--- src/hw/rtl/scancode_set1_key_event_queue_assert.svh ---
// Assertion macros for the key event queue.
`ifndef SCANCODE_SET1_KEY_EVENT_QUEUE_ASSERT_SVH
`define SCANCODE_SET1_KEY_EVENT_QUEUE_ASSERT_SVH

// The consequent must hold in the same cycle as the antecedent.
`define SKQ_ASSERT_SAME(label, clk, rst, ante, cons, msg) \
  label: assert property (@(posedge clk) disable iff (rst) (ante) |-> (cons)) \
    else $error(msg);

// The consequent must hold in the cycle after the antecedent.
`define SKQ_ASSERT_NEXT(label, clk, rst, ante, cons, msg) \
  label: assert property (@(posedge clk) disable iff (rst) (ante) |=> (cons)) \
    else $error(msg);

`endif

--- src/hw/rtl/skq_pkg.sv ---
`default_nettype none

package skq_pkg;

  localparam int unsigned QUEUE_DEPTH = 64;
  localparam int unsigned PTR_W = $clog2(QUEUE_DEPTH);

  // Result status codes.
  localparam logic [1:0] ST_NONE    = 2'd0;
  localparam logic [1:0] ST_QUEUED  = 2'd1;
  localparam logic [1:0] ST_DROPPED = 2'd2;
  localparam logic [1:0] ST_POPPED  = 2'd3;

  // Item kinds.
  localparam logic KIND_BYTE = 1'b0;
  localparam logic KIND_POP  = 1'b1;

  // Keycodes.
  localparam logic [3:0] KC_NONE  = 4'd0;
  localparam logic [3:0] KC_UP    = 4'd1;
  localparam logic [3:0] KC_DOWN  = 4'd2;
  localparam logic [3:0] KC_LEFT  = 4'd3;
  localparam logic [3:0] KC_RIGHT = 4'd4;
  localparam logic [3:0] KC_HOME  = 4'd5;
  localparam logic [3:0] KC_END   = 4'd6;
  localparam logic [3:0] KC_PGUP  = 4'd7;
  localparam logic [3:0] KC_PGDN  = 4'd8;
  localparam logic [3:0] KC_DEL   = 4'd9;
  localparam logic [3:0] KC_ENTER = 4'd10;
  localparam logic [3:0] KC_TAB   = 4'd11;
  localparam logic [3:0] KC_ESC   = 4'd12;

  // Scancodes (make codes are seven bits wide).
  localparam logic [7:0] SC_PREFIX  = 8'hE0;
  localparam logic [6:0] MK_LSHIFT  = 7'h2A;
  localparam logic [6:0] MK_RSHIFT  = 7'h36;
  localparam logic [6:0] MK_CTRL    = 7'h1D;
  localparam logic [6:0] MK_ALT     = 7'h38;
  localparam logic [6:0] MK_ENTER   = 7'h1C;
  localparam logic [6:0] MK_BKSP    = 7'h0E;
  localparam logic [6:0] MK_TAB     = 7'h0F;
  localparam logic [6:0] MK_ESC     = 7'h01;
  localparam logic [6:0] MK_UP      = 7'h48;
  localparam logic [6:0] MK_DOWN    = 7'h50;
  localparam logic [6:0] MK_LEFT    = 7'h4B;
  localparam logic [6:0] MK_RIGHT   = 7'h4D;
  localparam logic [6:0] MK_HOME    = 7'h47;
  localparam logic [6:0] MK_END     = 7'h4F;
  localparam logic [6:0] MK_PGUP    = 7'h49;
  localparam logic [6:0] MK_PGDN    = 7'h51;
  localparam logic [6:0] MK_DEL     = 7'h53;

  localparam logic [6:0] ASC_NONE = 7'h00;
  localparam logic [6:0] ASC_LF   = 7'h0A;
  localparam logic [6:0] ASC_BS   = 7'h08;
  localparam logic [6:0] ASC_HT   = 7'h09;

  localparam int unsigned TAB_LEN = 58;

  localparam logic [6:0] LOWER_TAB [TAB_LEN] = '{
    7'h00, 7'h1B, 7'h31, 7'h32, 7'h33, 7'h34, 7'h35, 7'h36,
    7'h37, 7'h38, 7'h39, 7'h30, 7'h2D, 7'h3D, 7'h08, 7'h09,
    7'h71, 7'h77, 7'h65, 7'h72, 7'h74, 7'h79, 7'h75, 7'h69,
    7'h6F, 7'h70, 7'h5B, 7'h5D, 7'h0A, 7'h00, 7'h61, 7'h73,
    7'h64, 7'h66, 7'h67, 7'h68, 7'h6A, 7'h6B, 7'h6C, 7'h3B,
    7'h27, 7'h60, 7'h00, 7'h5C, 7'h7A, 7'h78, 7'h63, 7'h76,
    7'h62, 7'h6E, 7'h6D, 7'h2C, 7'h2E, 7'h2F, 7'h00, 7'h2A,
    7'h00, 7'h20
  };

  localparam logic [6:0] UPPER_TAB [TAB_LEN] = '{
    7'h00, 7'h1B, 7'h21, 7'h40, 7'h23, 7'h24, 7'h25, 7'h5E,
    7'h26, 7'h2A, 7'h28, 7'h29, 7'h5F, 7'h2B, 7'h08, 7'h09,
    7'h51, 7'h57, 7'h45, 7'h52, 7'h54, 7'h59, 7'h55, 7'h49,
    7'h4F, 7'h50, 7'h7B, 7'h7D, 7'h0A, 7'h00, 7'h41, 7'h53,
    7'h44, 7'h46, 7'h47, 7'h48, 7'h4A, 7'h4B, 7'h4C, 7'h3A,
    7'h22, 7'h7E, 7'h00, 7'h7C, 7'h5A, 7'h58, 7'h43, 7'h56,
    7'h42, 7'h4E, 7'h4D, 7'h3C, 7'h3E, 7'h3F, 7'h00, 7'h2A,
    7'h00, 7'h20
  };

  typedef struct packed {
    logic       kind;
    logic [7:0] scan_byte;
  } cmd_t;

  typedef struct packed {
    logic [1:0] status;
    logic [7:0] ev_scancode;
    logic [6:0] ev_ascii;
    logic [3:0] ev_keycode;
    logic       ev_shift;
    logic       ev_ctrl;
    logic       ev_alt;
    logic       ev_extended;
    logic       pending;
  } rsp_t;

  // One queued key event as it is stored in the ring.
  typedef struct packed {
    logic       extended;
    logic       alt;
    logic       ctrl;
    logic       shift;
    logic [3:0] keycode;
    logic [6:0] ascii;
    logic [7:0] scancode;
  } event_t;

  function automatic logic [6:0] ascii_of(input logic [6:0] mk, input logic upper);
    logic [6:0] chr;
    chr = ASC_NONE;
    if (mk < 7'(TAB_LEN)) begin
      chr = upper ? UPPER_TAB[mk[5:0]] : LOWER_TAB[mk[5:0]];
    end
    return chr;
  endfunction

  function automatic logic [3:0] ext_keycode(input logic [6:0] mk);
    logic [3:0] kc;
    case (mk)
      MK_UP:    kc = KC_UP;
      MK_DOWN:  kc = KC_DOWN;
      MK_LEFT:  kc = KC_LEFT;
      MK_RIGHT: kc = KC_RIGHT;
      MK_HOME:  kc = KC_HOME;
      MK_END:   kc = KC_END;
      MK_PGUP:  kc = KC_PGUP;
      MK_PGDN:  kc = KC_PGDN;
      MK_DEL:   kc = KC_DEL;
      default:  kc = KC_NONE;
    endcase
    return kc;
  endfunction

endpackage

`default_nettype wire

--- src/hw/rtl/scancode_set1_key_event_queue.sv ---
// Scancode byte items give their result in the cycle after acceptance and may follow
// every cycle while the result register is free or being taken. A pop of a non-empty
// queue reads the event ring into rd_data, then registers its result in S_READ; no new
// item is taken until S_READ is left. A pop of an empty queue answers like a byte item.
// Reset clears the pointers, modifier and prefix flags and the result valid flag;
// the ring contents are left as they are, since only written entries are read.
`default_nettype none

module scancode_set1_key_event_queue (
  input  wire                clk,
  input  wire                rst,
  input  wire                cmd_valid,
  output logic               cmd_ready,
  input  wire skq_pkg::cmd_t cmd,
  output logic               rsp_valid,
  input  wire                rsp_ready,
  output skq_pkg::rsp_t      rsp
);

  typedef enum logic [1:0] {
    S_IDLE = 2'b01,
    S_READ = 2'b10
  } state_t;

  localparam logic [skq_pkg::PTR_W-1:0] PTR_LAST =
    skq_pkg::PTR_W'(skq_pkg::QUEUE_DEPTH - 1);

  state_t                    state;
  logic [skq_pkg::PTR_W-1:0] wr_ptr;
  logic [skq_pkg::PTR_W-1:0] rd_ptr;
  logic                      shift_held;
  logic                      ctrl_held;
  logic                      alt_held;
  logic                      prefix_seen;

  logic                      shift_held_next;
  logic                      ctrl_held_next;
  logic                      alt_held_next;
  logic                      prefix_seen_next;
  logic [skq_pkg::PTR_W-1:0] wr_ptr_next;

  logic [skq_pkg::PTR_W-1:0] wr_inc;
  logic [skq_pkg::PTR_W-1:0] rd_inc;
  logic                      cmd_fire;
  logic                      is_pop;
  logic                      not_empty;
  logic                      pop_read;
  logic [6:0]                mk;
  logic                      mk_shift;
  logic [3:0]                ext_kc;
  logic                      want_push;
  logic                      ring_we;
  skq_pkg::event_t           new_ev;
  logic [1:0]                byte_status;

  skq_pkg::event_t           ring [skq_pkg::QUEUE_DEPTH];
  skq_pkg::event_t           rd_data;

  assign cmd_ready = (state == S_IDLE) && (!rsp_valid || rsp_ready);
  assign cmd_fire  = cmd_valid && cmd_ready;
  assign is_pop    = (cmd.kind == skq_pkg::KIND_POP);
  assign not_empty = (wr_ptr != rd_ptr);
  assign pop_read  = cmd_fire && is_pop && not_empty;

  assign wr_inc = (wr_ptr == PTR_LAST) ? '0 : wr_ptr + skq_pkg::PTR_W'(1);
  assign rd_inc = (rd_ptr == PTR_LAST) ? '0 : rd_ptr + skq_pkg::PTR_W'(1);

  assign mk       = cmd.scan_byte[6:0];
  assign mk_shift = (mk == skq_pkg::MK_LSHIFT) || (mk == skq_pkg::MK_RSHIFT);
  assign ext_kc   = skq_pkg::ext_keycode(mk);

  // Decode of one scancode byte: modifier and prefix tracking plus the event to queue.
  always_comb begin
    shift_held_next  = shift_held;
    ctrl_held_next   = ctrl_held;
    alt_held_next    = alt_held;
    prefix_seen_next = prefix_seen;
    want_push        = 1'b0;
    new_ev.extended  = 1'b0;
    new_ev.alt       = alt_held;
    new_ev.ctrl      = ctrl_held;
    new_ev.shift     = shift_held;
    new_ev.keycode   = skq_pkg::KC_NONE;
    new_ev.ascii     = skq_pkg::ASC_NONE;
    new_ev.scancode  = cmd.scan_byte;

    if (cmd.scan_byte == skq_pkg::SC_PREFIX) begin
      prefix_seen_next = 1'b1;
    end else if (cmd.scan_byte[7]) begin
      if (mk_shift) shift_held_next = 1'b0;
      if (mk == skq_pkg::MK_CTRL) ctrl_held_next = 1'b0;
      if (mk == skq_pkg::MK_ALT) alt_held_next = 1'b0;
      prefix_seen_next = 1'b0;
    end else if (prefix_seen) begin
      // Prefixed codes without a keycode are dropped silently.
      prefix_seen_next = 1'b0;
      want_push        = (ext_kc != skq_pkg::KC_NONE);
      new_ev.extended  = 1'b1;
      new_ev.keycode   = ext_kc;
      new_ev.scancode  = 8'h00;
    end else if (mk_shift) begin
      shift_held_next = 1'b1;
    end else if (mk == skq_pkg::MK_CTRL) begin
      ctrl_held_next = 1'b1;
    end else if (mk == skq_pkg::MK_ALT) begin
      alt_held_next = 1'b1;
    end else begin
      want_push = 1'b1;
      if (mk == skq_pkg::MK_ENTER) begin
        new_ev.keycode = skq_pkg::KC_ENTER;
        new_ev.ascii   = skq_pkg::ASC_LF;
      end else if (mk == skq_pkg::MK_BKSP) begin
        new_ev.ascii = skq_pkg::ASC_BS;
      end else if (mk == skq_pkg::MK_TAB) begin
        new_ev.keycode = skq_pkg::KC_TAB;
        new_ev.ascii   = skq_pkg::ASC_HT;
      end else if (mk == skq_pkg::MK_ESC) begin
        new_ev.keycode = skq_pkg::KC_ESC;
      end else begin
        new_ev.ascii = skq_pkg::ascii_of(mk, shift_held);
      end
    end

    // The ring keeps one entry free so that full and empty differ.
    ring_we     = 1'b0;
    wr_ptr_next = wr_ptr;
    byte_status = skq_pkg::ST_NONE;
    if (want_push) begin
      if (wr_inc == rd_ptr) begin
        byte_status = skq_pkg::ST_DROPPED;
      end else begin
        byte_status = skq_pkg::ST_QUEUED;
        ring_we     = cmd_fire && !is_pop;
        wr_ptr_next = wr_inc;
      end
    end
  end

  // A pop only reads entries whose write has already completed, so a read and
  // a write never meet on the same entry.
  always_ff @(posedge clk) begin
    if (ring_we) begin
      ring[wr_ptr] <= new_ev;
    end
    if (pop_read) begin
      rd_data <= ring[rd_ptr];
    end
  end

  always_ff @(posedge clk) begin
    if (rst) begin
      state       <= S_IDLE;
      rsp_valid   <= 1'b0;
      wr_ptr      <= '0;
      rd_ptr      <= '0;
      shift_held  <= 1'b0;
      ctrl_held   <= 1'b0;
      alt_held    <= 1'b0;
      prefix_seen <= 1'b0;
    end else begin
      case (state)
        S_IDLE: begin
          if (cmd_fire && !pop_read) begin
            rsp_valid <= 1'b1;
          end else if (rsp_ready) begin
            rsp_valid <= 1'b0;
          end
          if (cmd_fire) begin
            if (is_pop) begin
              if (not_empty) begin
                rd_ptr <= rd_inc;
                state  <= S_READ;
              end
            end else begin
              shift_held  <= shift_held_next;
              ctrl_held   <= ctrl_held_next;
              alt_held    <= alt_held_next;
              prefix_seen <= prefix_seen_next;
              wr_ptr      <= wr_ptr_next;
            end
          end
        end
        S_READ: begin
          rsp_valid <= 1'b1;
          state     <= S_IDLE;
        end
        default: begin
          state <= S_IDLE;
        end
      endcase
    end
  end

  // Result payload.
  always_ff @(posedge clk) begin
    if (state == S_READ) begin
      rsp.status      <= skq_pkg::ST_POPPED;
      rsp.ev_scancode <= rd_data.scancode;
      rsp.ev_ascii    <= rd_data.ascii;
      rsp.ev_keycode  <= rd_data.keycode;
      rsp.ev_shift    <= rd_data.shift;
      rsp.ev_ctrl     <= rd_data.ctrl;
      rsp.ev_alt      <= rd_data.alt;
      rsp.ev_extended <= rd_data.extended;
      rsp.pending     <= not_empty;
    end else if (cmd_fire && !pop_read) begin
      rsp.status      <= is_pop ? skq_pkg::ST_NONE : byte_status;
      rsp.ev_scancode <= 8'h00;
      rsp.ev_ascii    <= skq_pkg::ASC_NONE;
      rsp.ev_keycode  <= skq_pkg::KC_NONE;
      rsp.ev_shift    <= 1'b0;
      rsp.ev_ctrl     <= 1'b0;
      rsp.ev_alt      <= 1'b0;
      rsp.ev_extended <= 1'b0;
      rsp.pending     <= is_pop ? 1'b0 : (wr_ptr_next != rd_ptr);
    end
  end

`include "scancode_set1_key_event_queue_assert.svh"

  `SKQ_ASSERT_SAME(a_read_slot_free, clk, rst, state == S_READ, !rsp_valid,
    "output register busy while a ring read is in flight")
  `SKQ_ASSERT_NEXT(a_pop_reads, clk, rst, pop_read, state == S_READ,
    "pop of a non-empty queue did not start a ring read")
  `SKQ_ASSERT_NEXT(a_read_delivers, clk, rst, state == S_READ,
    rsp_valid && (rsp.status == skq_pkg::ST_POPPED),
    "ring read did not produce a popped result")

endmodule

`default_nettype wire

--- config.mk ---
export PLATFORM = sky130hd
export DESIGN_NAME = scancode_set1_key_event_queue
export DESIGN_NICKNAME = d
export VERILOG_FILES = /design/src/hw/rtl/skq_pkg.sv /design/src/hw/rtl/scancode_set1_key_event_queue.sv
export VERILOG_INCLUDE_DIRS = /design/src /design/src/hw/rtl
export SDC_FILE = /design/constraint.sdc
export NUM_CORES = 2
export LEC_CHECK = 0
export BUFFER_PORTS_ARGS = -buffer_cell sky130_fd_sc_hd__buf_2
export CAP_MARGIN = 5
export CORE_MARGIN = 2
export CORE_UTILIZATION = 60
export CTS_BUF_LIST = sky130_fd_sc_hd__clkbuf_8
export CTS_CLUSTER_SIZE = 14
export DETAILED_ROUTE_END_ITERATION = 8
export PLACE_DENSITY_LB_ADDON = 0.3
export SYNTH_ARGS = -nofsm -noshare
export SYNTH_HDL_FRONTEND = slang
export SYNTH_SLANG_ARGS = --single-unit
--- constraint.sdc ---
create_clock -name clk -period 9 [get_ports clk]
set_input_delay 1.35 -clock clk [delete_from_list [all_inputs] [get_ports clk]]
set_output_delay 1.35 -clock clk [all_outputs]
set_load 0.02 [all_outputs]
# After elaboration in Yosys (flattened, before gate mapping)
# Memories as Yosys holds them, arrays and structs flattened. A register that Yosys moved wholly into a read port is not among the register bits.
# Cells that the tools add are included.
[classes]
addsub = 2
order_cmp = 2
eq_ne = 29
mux = 63
bitwise = 4
reduce_logical = 22
[ops]
columns = ["operator", "n"]
rows = [
  ["7-bit 2-to-1 mux", 10],
  ["7-bit == test, second input constant", 9],
  ["11-bit 2-to-1 mux", 5],
  ["24-bit 2-to-1 mux", 2],
  ["19-bit 2-to-1 mux", 2],
  ["4-bit one-hot mux with 9 select lines", 1],
  ["1-bit 2-to-1 mux", 32],
  ["6-bit 2-to-1 mux", 4],
  ["7-bit by 6-bit == test with 1-bit output, second input constant", 3],
  ["7-bit by 4-bit == test with 1-bit output, second input constant", 2],
  ["7-bit by 5-bit == test with 1-bit output, second input constant", 2],
  ["6-bit by 1-bit adder with 6-bit output, second input constant", 2],
  ["6-bit == test, second input constant", 2],
  ["4-bit 2-to-1 mux", 3],
  ["6-bit inequality test", 2],
  ["8-bit == test, second input constant", 1],
  ["8-bit AND reduction", 1],
  ["7-bit by 1-bit == test with 1-bit output, second input constant", 1],
  ["7-bit greater-or-equal comparator, second input constant", 1],
  ["7-bit by 6-bit less-than comparator with 1-bit output, second input constant", 1],
  ["6-bit inverter with 7-bit output", 1],
  ["7-bit AND reduction", 1],
  ["6-bit == test", 1],
  ["1-bit logical AND", 6],
  ["16 further kinds", 27],
]
[totals]
regBits = 45
ramBits = 1472
romBits = 896
in_bits = 13
output_inout_bits = 28
word_cells = 142
n_memories = 3
[mem_list]
columns = ["memory", "words", "width", "rd", "rd_clocked_by_memory_dff", "write_ports", "line_no", "rtl"]
rows = [
  ["ring", 64, 23, 1, 1, 1, "scancode_set1_key_event_queue.sv:56", "skq_pkg::event_t ring [skq_pkg::QUEUE_DEPTH];"],
  ["(no name shown)", 64, 7, 1, 0, 0, "skq_pkg.sv:114", "chr = upper ? UPPER_TAB[mk[5:0]] : LOWER_TAB[mk[5:0]];"],
  ["(no name shown)", 64, 7, 1, 0, 0, "skq_pkg.sv:114", ""],
]

# Depth between registers and ports, before layout
[depth]
word_depth = 16
depth_mapped = 12
depth_no_buf = 9

# Worst setup path before layout
# Ideal clock, no wire load.
[synth_timing]
path_kind = "input -> register"
start = "input cmd[1] (netlist bit)"
end = "memory ring[0][16] (netlist bit) (data pin)"
setup_ns = 0.864
t_arrival_ns = 6.123
t_required_ns = 8.136
slack_ns = 2.013
cell_stages = 8
path_buffers = 2
path_cell_list = "clkbuf_1 inv_1 ha_1 clkbuf_1 nor2b_1 o21a_1 a221oi_1 nor4_1"
[synth_lines]
columns = ["element", "line_no", "rtl"]
rows = [
  ["from (decl)", "scancode_set1_key_event_queue.sv:14", "input wire skq_pkg::cmd_t cmd,"],
  ["to (decl)", "scancode_set1_key_event_queue.sv:56", ""],
]

# Worst setup path after layout
[layout_timing]
start = "input cmd[1] (netlist bit)"
end = "memory ring[25][10] (netlist bit), enable pin"
[layout_between]
elab_chain_cells = 10
elab_cells_between_ends = 26
cone_classes = "eq/ne: 14; mux: 10; reduce/logical: 2"
[layout_rtl]
columns = ["element", "line_no", "rtl"]
rows = [
  ["parallel branches: the longest is 6 deep, another holds 4-bit one-hot mux with 9 select lines", "--", ""],
  ["1-bit 2-to-1 mux (*)", "scancode_set1_key_event_queue.sv:87", "if (cmd.scan_byte == skq_pkg::SC_PREFIX) begin"],
  ["1-bit 2-to-1 mux (*)", "scancode_set1_key_event_queue.sv:128", "if (want_push) begin"],
  ["1-bit 2-to-1 mux (*)", "scancode_set1_key_event_queue.sv:142", "if (ring_we) begin"],
  ["1-bit 2-to-1 mux (implied by the code) (*)", "scancode_set1_key_event_queue.sv:143", "ring[wr_ptr] <= new_ev;"],
]
# Every way passes the cells marked *.

==> results.json <==
{
  "post-route-worst-setup-slack_ns": 3.40,
  "postCtsSetupBuffers": 0,
  "drt_first_pass_iters": 6,
  "ys_top_cells_by_count": "sky130_fd_sc_hd__edfxtp_1 (1519), sky130_fd_sc_hd__mux4_2 (486), sky130_fd_sc_hd__nor2_1 (106)",
  "synthesis.area_per_instance_sq_um": 22.8,
  "final_core_utilization_pct": 67.1,
  "num_vias": 29678,
  "setup-violations-final": 0,
  "leakagePower_nw": 19.9,
  "power_mw": 13.5,
  "cts.hold.buffers_added": 0,
  "detail_route.drc_violations": 0,
  "route.antenna.remaining_nets": 0,
  "arrival_ns": 6.08,
  "synth_sequential_area_ratio_pct": 76.0,
  "clock-skew-final_ns": 0.0446,
  "io-pin-count": 41,
  "finalNetCount": 2882,
  "netlist.top_cell.by_area": "sky130_fd_sc_hd__edfxtp_1",
  "routed_wire_length_per_instance_microns": 34.3,
  "p_r_area_growth_vs_syn_pct": 10.8,
  "setup_tns_ns": 0,
  "clkLatencyLatePin_ns": 0.91,
  "dpl.hpwl_mm": 88.3,
  "crit_path_max_fanout": 23,
  "via_density_per_instance": 6.84,
  "std_cell_rows": 116,
  "timing_worst_setup_path_type": "input port to flip-flop",
  "tritoncts": "done",
  "placeableCoreArea_sq_um": 100000,
  "fmaxAchievable_ghz": 0.179,
  "drt_iter0_drc": 5026,
  "final_critical_path_share_of_the_clock_period_pct": 62.2,
  "design.die.area_sq_um": 103000,
  "final_period_minus_worst_setup_slack_ns": 5.60,
  "synth_warnings": 0,
  "final_report_hold_violation_count": 0,
  "netlist_instances": 2661,
  "slew-limit-headroom_pct": 11.9,
  "result_of_the_run": "finished clean",
  "ctsResizeCount": 0,
  "antenna_violations_before_repair": 10,
  "post_place_worst_slack_ns": 2.56,
  "start_kind": "input port",
  "post-place-cells": 3915,
  "synth_fp_nets": 2690,
  "number_of_enable_flip_flop_cells_after_synthesis": 1519,
  "proportion_of_netlist_area_held_by_the_largest_area_contributor_pct": 75.3,
  "grt_pass1_wl_mm": 211,
  "post_synth_main_area_contributors": "sky130_fd_sc_hd__edfxtp_1 (75%), sky130_fd_sc_hd__mux4_2 (18%), sky130_fd_sc_hd__dfxtp_1 (0.69%), sky130_fd_sc_hd__nor2_1 (0.66%), sky130_fd_sc_hd__clkbuf_1 (0.51%)",
  "clk_root_buffer_cell": "sky130_fd_sc_hd__clkbuf_8",
  "grt_setup_unrepaired": "no",
  "floorplan.die.width_microns": 322,
  "cp-end-kind": "flip-flop",
  "synth_ff_type": "sky130_fd_sc_hd__edfxtp_1",
  "power_density_nw_per_um2": 202,
  "worst_pin_slew_ns": 1.32,
  "route.final.wire_length_mm": 149,
  "drive_above_1_share_pct": 33.4,
  "start_util_pct": 60.5,
  "cts.sink_count": 1540,
  "grt.overflow.total": 0,
  "netlist-cell-type-count": 68,
  "timing.critical_path.required_ns": 9.48,
  "vias_in_the_first_global_route": 28968,
  "grt.total_usage_pct": 29.5,
  "synthMostInstantiatedCell": "sky130_fd_sc_hd__edfxtp_1",
  "die_height_microns": 322,
  "post_layout_nonfiller_instances": 4337,
  "irDropWorstVdd_mv": 0.174,
  "clk_transition_reported_paths_ns": 0.06,
  "synthesis.area_sq_um": 60500,
  "worst_hold_path_type": "flip-flop to flip-flop",
  "grt_start_max_net_pins": 122,
  "drv_cap": 0,
  "cts-buffers-inserted": 225,
  "slew_violations": 0,
  "port_buffers": 40,
  "ys_ff_latch": 1540,
  "htree_levels": 4,
  "synth_async_sr_flop_share_pct": 0,
  "routabilityCongestion": 0.859,
  "cts_max_path_buffers": 3
}
power by group:
group,internal (mW),switching [mW]
Combinational,0.123,0.275
Sequential,7.86,0.0130
Clock,2.68,2.60
worst max-delay path, stage by stage:
cell and delay [ns]:
sky130_fd_sc_hd__buf_2 0.21, sky130_fd_sc_hd__inv_1 0.35, sky130_fd_sc_hd__ha_1 0.45, sky130_fd_sc_hd__nor2b_1 0.29
sky130_fd_sc_hd__o21a_1 0.14, sky130_fd_sc_hd__a221oi_1 0.14, sky130_fd_sc_hd__a211oi_4 0.45, sky130_fd_sc_hd__nand3_2 0.47
sky130_fd_sc_hd__or4_1 1.01, sky130_fd_sc_hd__nor2_2 1.18
routing by layer:
metal	track usage [%]	vias to the layer above	wire length, microns
met2	44.5	2059	70300
met5	0	-	41
met1	42.4	15581	54700
met4	11.3	6	5780
li1	-	11746	-
met3	7.39	286	17800
layout by cell type (no fill, tap or decap), drive strengths merged, types with 8 or more instances in the layout:
| cell type | n |
|---|---|
| edfxtp | 1519 |
| a21oi | 30 |
| clkinvlp | 13 |
| ha | 16 |
| and2 | 31 |
| nor3 | 11 |
| clkinv | 100 |
| mux2i | 8 |
| nor2 | 106 |
| inv | 78 |
| nand3 | 19 |
| xor2 | 9 |
| buf | 128 |
| clkbuf | 228 |
| nor2b | 8 |
| dfxtp | 21 |
| o21ai | 24 |
| nand2 | 34 |
| bufinv | 11 |
| mux4 | 486 |
| o211ai | 9 |
| a211oi | 14 |
| nor4 | 11 |
| nand2b | 15 |
metrics by stage:
| stage | hold WS (ns) | instance area [sq um] |
|---|---|---|
| global placement | 0.476 | 62700 |
| finish | 0.519 | 67100 |
| CTS | 0.517 | 66900 |
| detailed placement | 0.491 | 62700 |
| floorplan | 0.467 | 60500 |
| global route | 0.541 | 67100 |
final cells by class:
| type | instances | area, sq um |
|---|---|---|
| inverter | 18 | 68.8 |
| fill | 5983 | 32900 |
| antenna | 1 | 2.50 |
| clock inverter | 184 | 1090 |
| sequential | 1540 | 46100 |
| timing repair buffer | 128 | 991 |
| clock buffer | 228 | 3140 |
| tap | 1298 | 1620 |
| multi-input combinational | 940 | 14100 |
cell families after synthesis:
| family | share of synthesized area (%) |
|---|---|
| and+or+nand+nor | 2.36 |
| AOI/OAI and AO/OA | 1.54 |
| buffers and inverters | 1.25 |
| xor gates and xnor gates | 0.203 |
| muxes | 18.3 |
| adders and majority gates | 0.331 |
| DFF | 76.0 |
registers in the layout, indices dropped and copies added, names as in the netlist:
signal,cells
ctrl_held,1
rsp_valid,1
state,2
alt_held,1
shift_held,1
rd_ptr,6
wr_ptr,6
prefix_seen,1
ring,1472
rd_data,23
rsp,26
worst paths after layout:
| kind | startpoint | endpoint | slack [ns] | cells after the start |
|---|---|---|---|---|
| max reg2reg | wr_ptr[1] | ring[25][10] | 3.78 | 8 |
| min reg2reg | rd_data[7] | rsp[23] | 0.52 | 1 |
| max | cmd[1] | ring[25][10] | 3.40 | 10 |
| min | rd_data[7] | rsp[23] | 0.52 | 1 |
Power figures use the tool's default switching activity.
